## src/sv/mrg_pkg.sv

```systemverilog
// ---------------------------------------------------------------------------
// mrg_pkg
// Shared types, constants and helpers of the combined recursive uniform
// generator: moduli, multipliers, request codes and sequencer states.
// ---------------------------------------------------------------------------
package mrg_pkg;

  // moduli of the two recurrences and 2^32 mod m for the folding steps
  localparam logic [31:0] MOD1  = 32'd4294967087;
  localparam logic [31:0] MOD2  = 32'd4294944443;
  localparam logic [14:0] FOLD1 = 15'd209;
  localparam logic [14:0] FOLD2 = 15'd22853;

  localparam logic [20:0] MUL12 = 21'd1403580;
  localparam logic [20:0] MUL13 = 21'd810728;
  localparam logic [20:0] MUL21 = 21'd527612;
  localparam logic [20:0] MUL23 = 21'd1370589;

  localparam logic [16:0] LCG_MUL = 17'd69069;
  localparam int unsigned SEED_ROUNDS_DEF = 50;

  // request codes
  localparam logic [1:0] ACT_NEXT = 2'd0;
  localparam logic [1:0] ACT_SEED = 2'd1;
  localparam logic [1:0] ACT_LOAD = 2'd2;

  localparam logic [2:0] LAST_WORD = 3'd5;
  localparam logic [2:0] FIRST_SECOND_WORD = 3'd3;

  // products of one next-sample step, in issue order
  typedef enum logic [1:0] {
    MM_A12,
    MM_A13,
    MM_A21,
    MM_A23
  } mm_op_t;

  typedef struct packed {
    logic   start;
    mm_op_t op;
  } mm_req_t;

  typedef struct packed {
    logic done;
  } mm_rsp_t;

  typedef struct packed {
    logic       word_valid;
    logic [2:0] idx;
  } lcg_stat_t;

  typedef enum logic [2:0] {
    ST_IDLE,
    ST_ISSUE,
    ST_WAIT,
    ST_COMBINE,
    ST_SEED,
    ST_FIX,
    ST_DONE
  } state_t;

  function automatic logic [20:0] mul_of(mm_op_t op);
    logic [20:0] k;
    case (op)
      MM_A12:  k = MUL12;
      MM_A13:  k = MUL13;
      MM_A21:  k = MUL21;
      MM_A23:  k = MUL23;
      default: k = MUL12;
    endcase
    return k;
  endfunction

  // (a - b) mod m for a, b below m; the 32-bit wrap is exact since the result is below m
  function automatic logic [31:0] mod_sub(logic [31:0] a, logic [31:0] b, logic [31:0] m);
    logic [31:0] r;
    if (a >= b) begin
      r = a - b;
    end else begin
      r = a + m - b;
    end
    return r;
  endfunction

endpackage

```

## src/sv/mrg_mulmod.sv

```systemverilog
// ---------------------------------------------------------------------------
// mrg_mulmod
// Shared constant multiply and modular reduce unit: (k * x) mod m, with
// 2^32 folded back twice and one final compare and subtract, each step registered.
// ---------------------------------------------------------------------------
module mrg_mulmod (
  input  logic             clk,
  input  logic             rst_n,
  input  mrg_pkg::mm_req_t req,
  input  logic [31:0]      x,
  output mrg_pkg::mm_rsp_t rsp,
  output logic [31:0]      res
);

  logic [52:0] prod_r, prod_nxt;
  logic [36:0] fold1_r, fold1_nxt;
  logic [32:0] fold2_r, fold2_nxt;
  logic [31:0] res_r, res_nxt;
  logic        second_r;
  logic [2:0]  stage_r;
  logic        done_r;
  logic [14:0] c_sel;
  logic [31:0] m_sel;

  assign c_sel = second_r ? mrg_pkg::FOLD2 : mrg_pkg::FOLD1;
  assign m_sel = second_r ? mrg_pkg::MOD2 : mrg_pkg::MOD1;

  always_comb begin
    prod_nxt  = 53'(mrg_pkg::mul_of(req.op)) * 53'(x);
    fold1_nxt = 37'(prod_r[52:32]) * 37'(c_sel) + 37'(prod_r[31:0]);
    fold2_nxt = 33'(fold1_r[36:32]) * 33'(c_sel) + 33'(fold1_r[31:0]);
    // fold2 stays below twice the modulus
    if (fold2_r >= {1'b0, m_sel}) begin
      res_nxt = 32'(fold2_r - {1'b0, m_sel});
    end else begin
      res_nxt = fold2_r[31:0];
    end
  end

  always_ff @(posedge clk) begin
    if (!rst_n) begin
      stage_r <= '0;
      done_r  <= 1'b0;
    end else begin
      stage_r <= {stage_r[1:0], req.start};
      done_r  <= stage_r[2];
    end
  end

  always_ff @(posedge clk) begin
    if (req.start) begin
      prod_r   <= prod_nxt;
      second_r <= (req.op == mrg_pkg::MM_A21) || (req.op == mrg_pkg::MM_A23);
    end
    if (stage_r[0]) begin
      fold1_r <= fold1_nxt;
    end
    if (stage_r[1]) begin
      fold2_r <= fold2_nxt;
    end
    if (stage_r[2]) begin
      res_r <= res_nxt;
    end
  end

  assign rsp.done = done_r;
  assign res      = res_r;

endmodule

```

## src/sv/mrg_lcg.sv

```systemverilog
// ---------------------------------------------------------------------------
// mrg_lcg
// Seed expander: 32-bit wrapping congruential step s = 69069*s + 1, one step
// per cycle, presenting a word after every SEED_ROUNDS steps, six words.
// ---------------------------------------------------------------------------
module mrg_lcg #(
  parameter int unsigned SEED_ROUNDS = mrg_pkg::SEED_ROUNDS_DEF
) (
  input  logic               clk,
  input  logic               rst_n,
  input  logic               start,
  input  logic [31:0]        seed,
  output mrg_pkg::lcg_stat_t stat,
  output logic [31:0]        word
);

  localparam int unsigned RW = $clog2(SEED_ROUNDS + 1);

  logic [31:0]   s_r, s_nxt;
  logic [RW-1:0] round_r;
  logic [2:0]    idx_r;
  logic [2:0]    widx_r;
  logic          busy_r;
  logic          word_v_r;
  logic          round_last;

  assign s_nxt      = s_r * 32'(mrg_pkg::LCG_MUL) + 32'd1;
  assign round_last = (round_r == RW'(SEED_ROUNDS - 1));

  always_ff @(posedge clk) begin
    if (!rst_n) begin
      busy_r   <= 1'b0;
      word_v_r <= 1'b0;
      round_r  <= '0;
      idx_r    <= '0;
    end else begin
      word_v_r <= 1'b0;
      if (start) begin
        busy_r  <= 1'b1;
        round_r <= '0;
        idx_r   <= '0;
      end else if (busy_r) begin
        if (round_last) begin
          round_r  <= '0;
          word_v_r <= 1'b1;
          idx_r    <= idx_r + 3'd1;
          if (idx_r == mrg_pkg::LAST_WORD) begin
            busy_r <= 1'b0;
          end
        end else begin
          round_r <= round_r + RW'(1);
        end
      end
    end
  end

  always_ff @(posedge clk) begin
    if (start) begin
      s_r <= seed;
    end else if (busy_r) begin
      s_r <= s_nxt;
    end
    if (busy_r && round_last) begin
      widx_r <= idx_r;
    end
  end

  // s_r holds the finished word in the cycle word_valid is up
  assign stat.word_valid = word_v_r;
  assign stat.idx        = widx_r;
  assign word            = s_r;

endmodule

```

## src/sv/mrg32k3a_uniform_generator_unit.sv

```systemverilog
// ---------------------------------------------------------------------------
// mrg32k3a_uniform_generator_unit
// Combined multiple recursive uniform generator with next, reseed and load
// requests; one result per request.
// ---------------------------------------------------------------------------
//  channel  | handshake           | payload
//  ---------+---------------------+------------------------------------------
//  in       | in_valid / in_ready | in_action, in_seed, in_state_word_0..5
//  out      | out_valid/out_ready | out_sample, out_status
//
// a next request runs four products through the shared multiply-reduce unit,
// one after the other, then a combine step
// a reseed runs the seed expander, one congruential step per cycle
// a load or unused code needs no steps; state is reset to {1,0,0} per component
// one request at a time; a new one is taken while the last result waits
// ---------------------------------------------------------------------------
module mrg32k3a_uniform_generator_unit #(
  parameter int unsigned SEED_ROUNDS = mrg_pkg::SEED_ROUNDS_DEF
) (
  input  logic        clk,
  input  logic        rst_n,
  input  logic        in_valid,
  output logic        in_ready,
  input  logic [1:0]  in_action,
  input  logic [31:0] in_seed,
  input  logic [31:0] in_state_word_0,
  input  logic [31:0] in_state_word_1,
  input  logic [31:0] in_state_word_2,
  input  logic [31:0] in_state_word_3,
  input  logic [31:0] in_state_word_4,
  input  logic [31:0] in_state_word_5,
  output logic        out_valid,
  input  logic        out_ready,
  output logic [31:0] out_sample,
  output logic        out_status
);

  mrg_pkg::state_t    state_r, state_nxt;
  mrg_pkg::mm_op_t    step_r, step_nxt;
  logic [31:0]        x1_r [3];
  logic [31:0]        x1_nxt [3];
  logic [31:0]        x2_r [3];
  logic [31:0]        x2_nxt [3];
  logic [31:0]        acc_r, acc_nxt;
  logic [31:0]        p1_r, p1_nxt;
  logic [31:0]        p2_r, p2_nxt;
  logic [31:0]        res_sample_r, res_sample_nxt;
  logic               res_status_r, res_status_nxt;
  logic               out_valid_r;
  logic [31:0]        out_sample_r;
  logic               out_status_r;
  logic               out_load;
  logic               load_ok;
  mrg_pkg::mm_req_t   mm_req;
  mrg_pkg::mm_rsp_t   mm_rsp;
  logic [31:0]        mm_x;
  logic [31:0]        mm_res;
  logic               lcg_start;
  mrg_pkg::lcg_stat_t lcg_stat;
  logic [31:0]        lcg_word;
  logic [2:0]         sec_idx;

  mrg_mulmod u_mulmod (
    .clk   (clk),
    .rst_n (rst_n),
    .req   (mm_req),
    .x     (mm_x),
    .rsp   (mm_rsp),
    .res   (mm_res)
  );

  mrg_lcg #(
    .SEED_ROUNDS (SEED_ROUNDS)
  ) u_lcg (
    .clk   (clk),
    .rst_n (rst_n),
    .start (lcg_start),
    .seed  (in_seed),
    .stat  (lcg_stat),
    .word  (lcg_word)
  );

  assign in_ready = (state_r == mrg_pkg::ST_IDLE);
  assign out_load = (state_r == mrg_pkg::ST_DONE) && (!out_valid_r || out_ready);
  assign sec_idx  = lcg_stat.idx - mrg_pkg::FIRST_SECOND_WORD;

  assign load_ok = (in_state_word_0 < mrg_pkg::MOD1) && (in_state_word_1 < mrg_pkg::MOD1)
                && (in_state_word_2 < mrg_pkg::MOD1) && (in_state_word_3 < mrg_pkg::MOD2)
                && (in_state_word_4 < mrg_pkg::MOD2) && (in_state_word_5 < mrg_pkg::MOD2)
                && ((in_state_word_0 | in_state_word_1 | in_state_word_2) != 32'd0)
                && ((in_state_word_3 | in_state_word_4 | in_state_word_5) != 32'd0);

  always_comb begin
    state_nxt      = state_r;
    step_nxt       = step_r;
    x1_nxt         = x1_r;
    x2_nxt         = x2_r;
    acc_nxt        = acc_r;
    p1_nxt         = p1_r;
    p2_nxt         = p2_r;
    res_sample_nxt = res_sample_r;
    res_status_nxt = res_status_r;
    mm_req.start   = 1'b0;
    mm_req.op      = step_r;
    mm_x           = 32'd0;
    lcg_start      = 1'b0;

    case (state_r)
      mrg_pkg::ST_IDLE: begin
        if (in_valid) begin
          res_sample_nxt = 32'd0;
          res_status_nxt = 1'b0;
          state_nxt      = mrg_pkg::ST_DONE;
          case (in_action)
            mrg_pkg::ACT_NEXT: begin
              step_nxt  = mrg_pkg::MM_A12;
              state_nxt = mrg_pkg::ST_ISSUE;
            end
            mrg_pkg::ACT_SEED: begin
              lcg_start = 1'b1;
              state_nxt = mrg_pkg::ST_SEED;
            end
            mrg_pkg::ACT_LOAD: begin
              if (load_ok) begin
                x1_nxt[0] = in_state_word_0;
                x1_nxt[1] = in_state_word_1;
                x1_nxt[2] = in_state_word_2;
                x2_nxt[0] = in_state_word_3;
                x2_nxt[1] = in_state_word_4;
                x2_nxt[2] = in_state_word_5;
              end else begin
                res_status_nxt = 1'b1;
              end
            end
            default: begin
              res_status_nxt = 1'b0;
            end
          endcase
        end
      end

      mrg_pkg::ST_ISSUE: begin
        mm_req.start = 1'b1;
        case (step_r)
          mrg_pkg::MM_A12: mm_x = x1_r[1];
          mrg_pkg::MM_A13: mm_x = x1_r[0];
          mrg_pkg::MM_A21: mm_x = x2_r[2];
          mrg_pkg::MM_A23: mm_x = x2_r[0];
          default:         mm_x = x1_r[1];
        endcase
        state_nxt = mrg_pkg::ST_WAIT;
      end

      mrg_pkg::ST_WAIT: begin
        if (mm_rsp.done) begin
          state_nxt = mrg_pkg::ST_ISSUE;
          case (step_r)
            mrg_pkg::MM_A12: begin
              acc_nxt  = mm_res;
              step_nxt = mrg_pkg::MM_A13;
            end
            mrg_pkg::MM_A13: begin
              p1_nxt   = mrg_pkg::mod_sub(acc_r, mm_res, mrg_pkg::MOD1);
              step_nxt = mrg_pkg::MM_A21;
            end
            mrg_pkg::MM_A21: begin
              acc_nxt  = mm_res;
              step_nxt = mrg_pkg::MM_A23;
            end
            mrg_pkg::MM_A23: begin
              p2_nxt    = mrg_pkg::mod_sub(acc_r, mm_res, mrg_pkg::MOD2);
              state_nxt = mrg_pkg::ST_COMBINE;
            end
            default: begin
              state_nxt = mrg_pkg::ST_IDLE;
            end
          endcase
        end
      end

      mrg_pkg::ST_COMBINE: begin
        x1_nxt[0] = x1_r[1];
        x1_nxt[1] = x1_r[2];
        x1_nxt[2] = p1_r;
        x2_nxt[0] = x2_r[1];
        x2_nxt[1] = x2_r[2];
        x2_nxt[2] = p2_r;
        // equal components give m1, not zero
        if (p1_r > p2_r) begin
          res_sample_nxt = p1_r - p2_r;
        end else begin
          res_sample_nxt = p1_r + mrg_pkg::MOD1 - p2_r;
        end
        state_nxt = mrg_pkg::ST_DONE;
      end

      mrg_pkg::ST_SEED: begin
        if (lcg_stat.word_valid) begin
          if (lcg_stat.idx < mrg_pkg::FIRST_SECOND_WORD) begin
            x1_nxt[lcg_stat.idx[1:0]] = (lcg_word >= mrg_pkg::MOD1) ? 32'd0 : lcg_word;
          end else begin
            x2_nxt[sec_idx[1:0]] = (lcg_word >= mrg_pkg::MOD2) ? 32'd0 : lcg_word;
          end
          if (lcg_stat.idx == mrg_pkg::LAST_WORD) begin
            state_nxt = mrg_pkg::ST_FIX;
          end
        end
      end

      mrg_pkg::ST_FIX: begin
        if ((x1_r[0] | x1_r[1] | x1_r[2]) == 32'd0) begin
          x1_nxt[0] = 32'd1;
        end
        if ((x2_r[0] | x2_r[1] | x2_r[2]) == 32'd0) begin
          x2_nxt[0] = 32'd1;
        end
        state_nxt = mrg_pkg::ST_DONE;
      end

      mrg_pkg::ST_DONE: begin
        if (out_load) begin
          state_nxt = mrg_pkg::ST_IDLE;
        end
      end

      default: begin
        state_nxt = mrg_pkg::ST_IDLE;
      end
    endcase
  end

  always_ff @(posedge clk) begin
    if (!rst_n) begin
      state_r     <= mrg_pkg::ST_IDLE;
      step_r      <= mrg_pkg::MM_A12;
      x1_r[0]     <= 32'd1;
      x1_r[1]     <= 32'd0;
      x1_r[2]     <= 32'd0;
      x2_r[0]     <= 32'd1;
      x2_r[1]     <= 32'd0;
      x2_r[2]     <= 32'd0;
      out_valid_r <= 1'b0;
    end else begin
      state_r <= state_nxt;
      step_r  <= step_nxt;
      x1_r    <= x1_nxt;
      x2_r    <= x2_nxt;
      if (out_load) begin
        out_valid_r <= 1'b1;
      end else if (out_ready) begin
        out_valid_r <= 1'b0;
      end
    end
  end

  always_ff @(posedge clk) begin
    acc_r        <= acc_nxt;
    p1_r         <= p1_nxt;
    p2_r         <= p2_nxt;
    res_sample_r <= res_sample_nxt;
    res_status_r <= res_status_nxt;
    if (out_load) begin
      out_sample_r <= res_sample_r;
      out_status_r <= res_status_r;
    end
  end

  assign out_valid  = out_valid_r;
  assign out_sample = out_sample_r;
  assign out_status = out_status_r;

endmodule

```

## config.mk

```make
export PLATFORM = sky130hd
export DESIGN_NAME = mrg32k3a_uniform_generator_unit
export DESIGN_NICKNAME = d
export VERILOG_FILES = /design/src/sv/mrg_pkg.sv /design/src/sv/mrg_mulmod.sv /design/src/sv/mrg_lcg.sv /design/src/sv/mrg32k3a_uniform_generator_unit.sv
export SDC_FILE = /design/constraint.sdc
export NUM_CORES = 2
export LEC_CHECK = 0
export BUFFER_PORTS_ARGS = -buffer_cell sky130_fd_sc_hd__buf_2
export CORE_MARGIN = 10
export CORE_UTILIZATION = 45
export DETAILED_ROUTE_END_ITERATION = 12
export PLACE_DENSITY = 0.63
export SLEW_MARGIN = 10
export SYNTH_ARGS = -nofsm -noshare
export SYNTH_HDL_FRONTEND = slang
export SYNTH_SLANG_ARGS = --single-unit
```

## constraint.sdc

```tcl
create_clock -name clk -period 9.9 [get_ports clk]
set_clock_uncertainty 0.05 [all_clocks]
set_input_delay 1.485 -clock clk [delete_from_list [all_inputs] [get_ports clk]]
set_output_delay 1.485 -clock clk [all_outputs]
set_load 0.01 [all_outputs]
```

==> results.json <==
{
  "vias": 57400,
  "cts.clk_slew.worst_paths_ns": 0.06,
  "max-cap-violations": 0,
  "gp_congestion": 1.04,
  "fmax_mhz": 108,
  "rsz0062_at_grt": "false",
  "cp_max_fo": 19,
  "synthTopCellsByArea": "fa_1 23%, ha_1 15%, edfxtp_1 15%",
  "numCtsBuffers": 71,
  "first_pass_iters": 13,
  "ys_dominant_reg_cell": "edfxtp_1",
  "synth.mux.area_fraction_pct": 0.331,
  "yosys-top-cells-count": "1,583 x inv_1, 861 x ha_1, 813 x fa_1, 464 x nand2_1, 392 x nor2_1",
  "reg2reg_setup_slack_ns": 0.66,
  "ys_ff_latch": 566,
  "grt_pass1_wl_um": 386000,
  "synth_edf_count": 353,
  "synth_top_family_by_area": "adder cells",
  "yosysSeqAreaShare_pct": 21.2,
  "detail-route-antenna-nets": 0,
  "clkLatencyLatePin_ns": 0.69,
  "drive_gt1_share_pct": 7.82,
  "clock-sinks": 566,
  "layout.nets": 9608,
  "post-place-cells": 9673,
  "hp-class": "reg -> reg",
  "seqCellArea_um2": 14900,
  "synth-xor-area-share_pct": 4.03,
  "finalCritPeriodShare_pct": 93.3,
  "outcome": "complete, but fails checks",
  "cts_tree": "done",
  "synthMostInstantiatedCell": "inv_1",
  "worstMarginPinSlew_ns": 1.28,
  "cp-start-kind": "flip-flop",
  "yosys.area_share.simple_pct": 11.0,
  "slew_viol_final": 0,
  "cp-end-kind": "flip-flop",
  "synth_cells": 7531,
  "synth.distinct_cells": 80,
  "reg2reg_to": "u_mulmod.prod_r[50]",
  "hpwl_um": 214000,
  "dieArea_um2": 172000,
  "fin_tns_setup_ns": 0,
  "wl_um": 262000,
  "antenna_found_initial": 23,
  "initial_core_util_pct": 45.4,
  "required_ns": 10.27,
  "synth-compound-area-share_pct": 14.6,
  "grt_overflow_total": 0,
  "synth_fa_ha_area_share_pct": 38.6,
  "cp_slowest_stage_delay_ns": 0.67,
  "crit_top_cell": "fa_1",
  "finalCriticalPeriod_ns": 9.24,
  "core_um2": 154000,
  "grt_pass1_vias": 58000,
  "worst-setup-path-type": "reg -> reg",
  "synth.top_cell.area_share_pct": 23.2,
  "holdBufCountCts": 0,
  "min_to": "out_sample[5]",
  "cp_slowest_cell": "a222oi_1",
  "post-route-drc-count": 8,
  "vias_per_cell": 5.85,
  "num_rows": 144,
  "clockRootBuffer": "clkbuf_16",
  "fill_cells": 14700,
  "yosys_warnings": 0,
  "violations": "DRC",
  "relSlewSlack_pct": 14.7,
  "stdcell_area_um2": 76300,
  "drt_iter0_markers": 7104,
  "hold_depth": 0,
  "num_io_pins": 265,
  "die_h_um": 414,
  "place_area_um2": 73900,
  "r2r_start": "step_r[0]",
  "hp-start": "res_sample_r[5]",
  "grtUsageTotal_pct": 29.8,
  "async_reset_ff_share_pct": 0,
  "cp.arrival_ns": 9.61,
  "rr_worst_depth": 31,
  "die_x_um": 414,
  "ctsLongestPathBuffers": 3,
  "area_growth_pct": 8.91,
  "io_buffers": 264,
  "multi_input_area_um2": 48100,
  "htreeDepth": 3,
  "drt-wirelength-per-cell_um": 26.7,
  "synth_area_per_cell_um2": 9.30,
  "instances_no_fill": 9814,
  "cp_num_buf_inv": 7,
  "setup_violations": 0,
  "post-synth-top-area-cell": "fa_1",
  "grt_max_degree": 113,
  "final-hold-violation-count": 0,
  "syn-cell-area_um2": 70000,
  "crit_family": "adder cells"
}
==> repair_timing <==
item / in CTS / in global routing
endpoints found under the hold margin: 0 / 0
resized for setup: 0 / 4
setup buffers: 0 / 1
setup endpoints to repair: 0 / 3
==> how the worst max path moves through the flow <==
stage,slack [ns],endpoint,from,cells after the start
floorplan,1.05,u_mulmod.prod_r[50],state_r[0],29
global placement,0.67,u_mulmod.prod_r[50],step_r[0],29
detailed placement,0.55,u_mulmod.prod_r[50],step_r[0],29
CTS,0.46,u_mulmod.prod_r[50],step_r[0],29
global route,0.11,u_mulmod.prod_r[51],step_r[0],31
finish,0.66,u_mulmod.prod_r[50],step_r[0],31
==> logic make-up (layout without fill, tap and decap cells) <==
logic type               after synthesis  count (layout)
AO/OA/AOI/OAI                       1452            1452
flip-flops                           566             566
buffers and inverters               1895            2122
adder cells (fa/ha/maj)             1674            1674
other                                  2              14
XOR/XNOR                             322             322
multiplexers                          22              22
AND/OR/NAND/NOR                     1598            1598
==> placed cells by master, fill, tap and decap left out, drive strengths merged, types with 10 or more instances in the layout <==
cell | netlist | routed
a211o | 25 | 25
a211oi | 57 | 57
a21boi | 13 | 13
a21o | 148 | 148
a21oi | 374 | 374
a221oi | 24 | 24
a222oi | 191 | 191
a31oi | 39 | 39
and2 | 44 | 44
and3 | 82 | 82
buf | 35 | 405
clkbuf | 273 | 90
clkinv | 4 | 25
dfxtp | 213 | 213
diode | 0 | 10
edfxtp | 353 | 353
fa | 813 | 813
ha | 861 | 861
inv | 1583 | 1593
mux2i | 13 | 13
nand2 | 464 | 464
nand2b | 75 | 75
nand3 | 118 | 118
nand3b | 10 | 10
nand4 | 93 | 93
nor2 | 392 | 392
nor2b | 45 | 45
nor3 | 70 | 70
nor4 | 111 | 111
o211ai | 16 | 16
o21a | 29 | 29
o21ai | 223 | 223
o21bai | 50 | 50
o22ai | 12 | 12
o2bb2ai | 129 | 129
o31ai | 39 | 39
or2 | 31 | 31
or3 | 41 | 41
xnor2 | 224 | 224
xor2 | 98 | 98
==> layer usage <==
layer / GRT usage, % / vias to the layer above / wire, um
met2: 47.2 / 2738 / 118000
met4: 21.3 / 24 / 22900
li1: - / 25700 / -
met1: 35.7 / 28000 / 98400
met3: 6.69 / 876 / 22500
met5: 0 / - / 140
==> worst register-to-register path: cells and delay by family (launching register included) <==
kind,cells,cell delay (ns)
compound gates,8,2.33
xor+xnor,1,0.16
fa+ha+maj,9,4.22
buf+inv,7,0.87
flops,1,0.44
simple gates,6,0.90
==> sequential cells by signal (all words and copies together) (netlist names), 2 cells and up <==
name and count:
u_lcg.widx_r 3, u_mulmod.prod_r 53, u_lcg.idx_r 3, x1_r 96, u_mulmod.res 32, acc_r 32, p1_r 32, u_lcg.word 32
out_sample 32, x2_r 96, u_mulmod.fold2_r 33, state_r 3, u_mulmod.stage_r 3, res_sample_r 32, p2_r 32, u_mulmod.fold1_r 37
u_lcg.round_r 6, step_r 2
==> final cells by class <==
cell class | instances | share of cell area (%)
repair buffers | 406 | 3.13
clock buffers | 89 | 2.55
inverters | 1587 | 7.81
multi-input cells | 5072 | 63.1
flip-flops and latches | 566 | 19.5
clock inverters | 40 | 0.512
well taps | 2044 | 3.35
diodes | 10 | 0.0328
==> stage by stage <==
stage | setup WS, ns | hold slack (ns) | utilization [%]
floorplan | 1.05 | 0.350 | -
global placement | 0.674 | 0.354 | 47.8
detailed placement | 0.549 | 0.355 | 47.8
CTS | 0.458 | 0.366 | 49.4
global route | 0.113 | 0.365 | 49.4
finish | 0.660 | 0.365 | 49.4
Power is left out: the tool's default activity adds up to more than one toggle a clock period on the data nets, which glitch-free logic cannot reach.
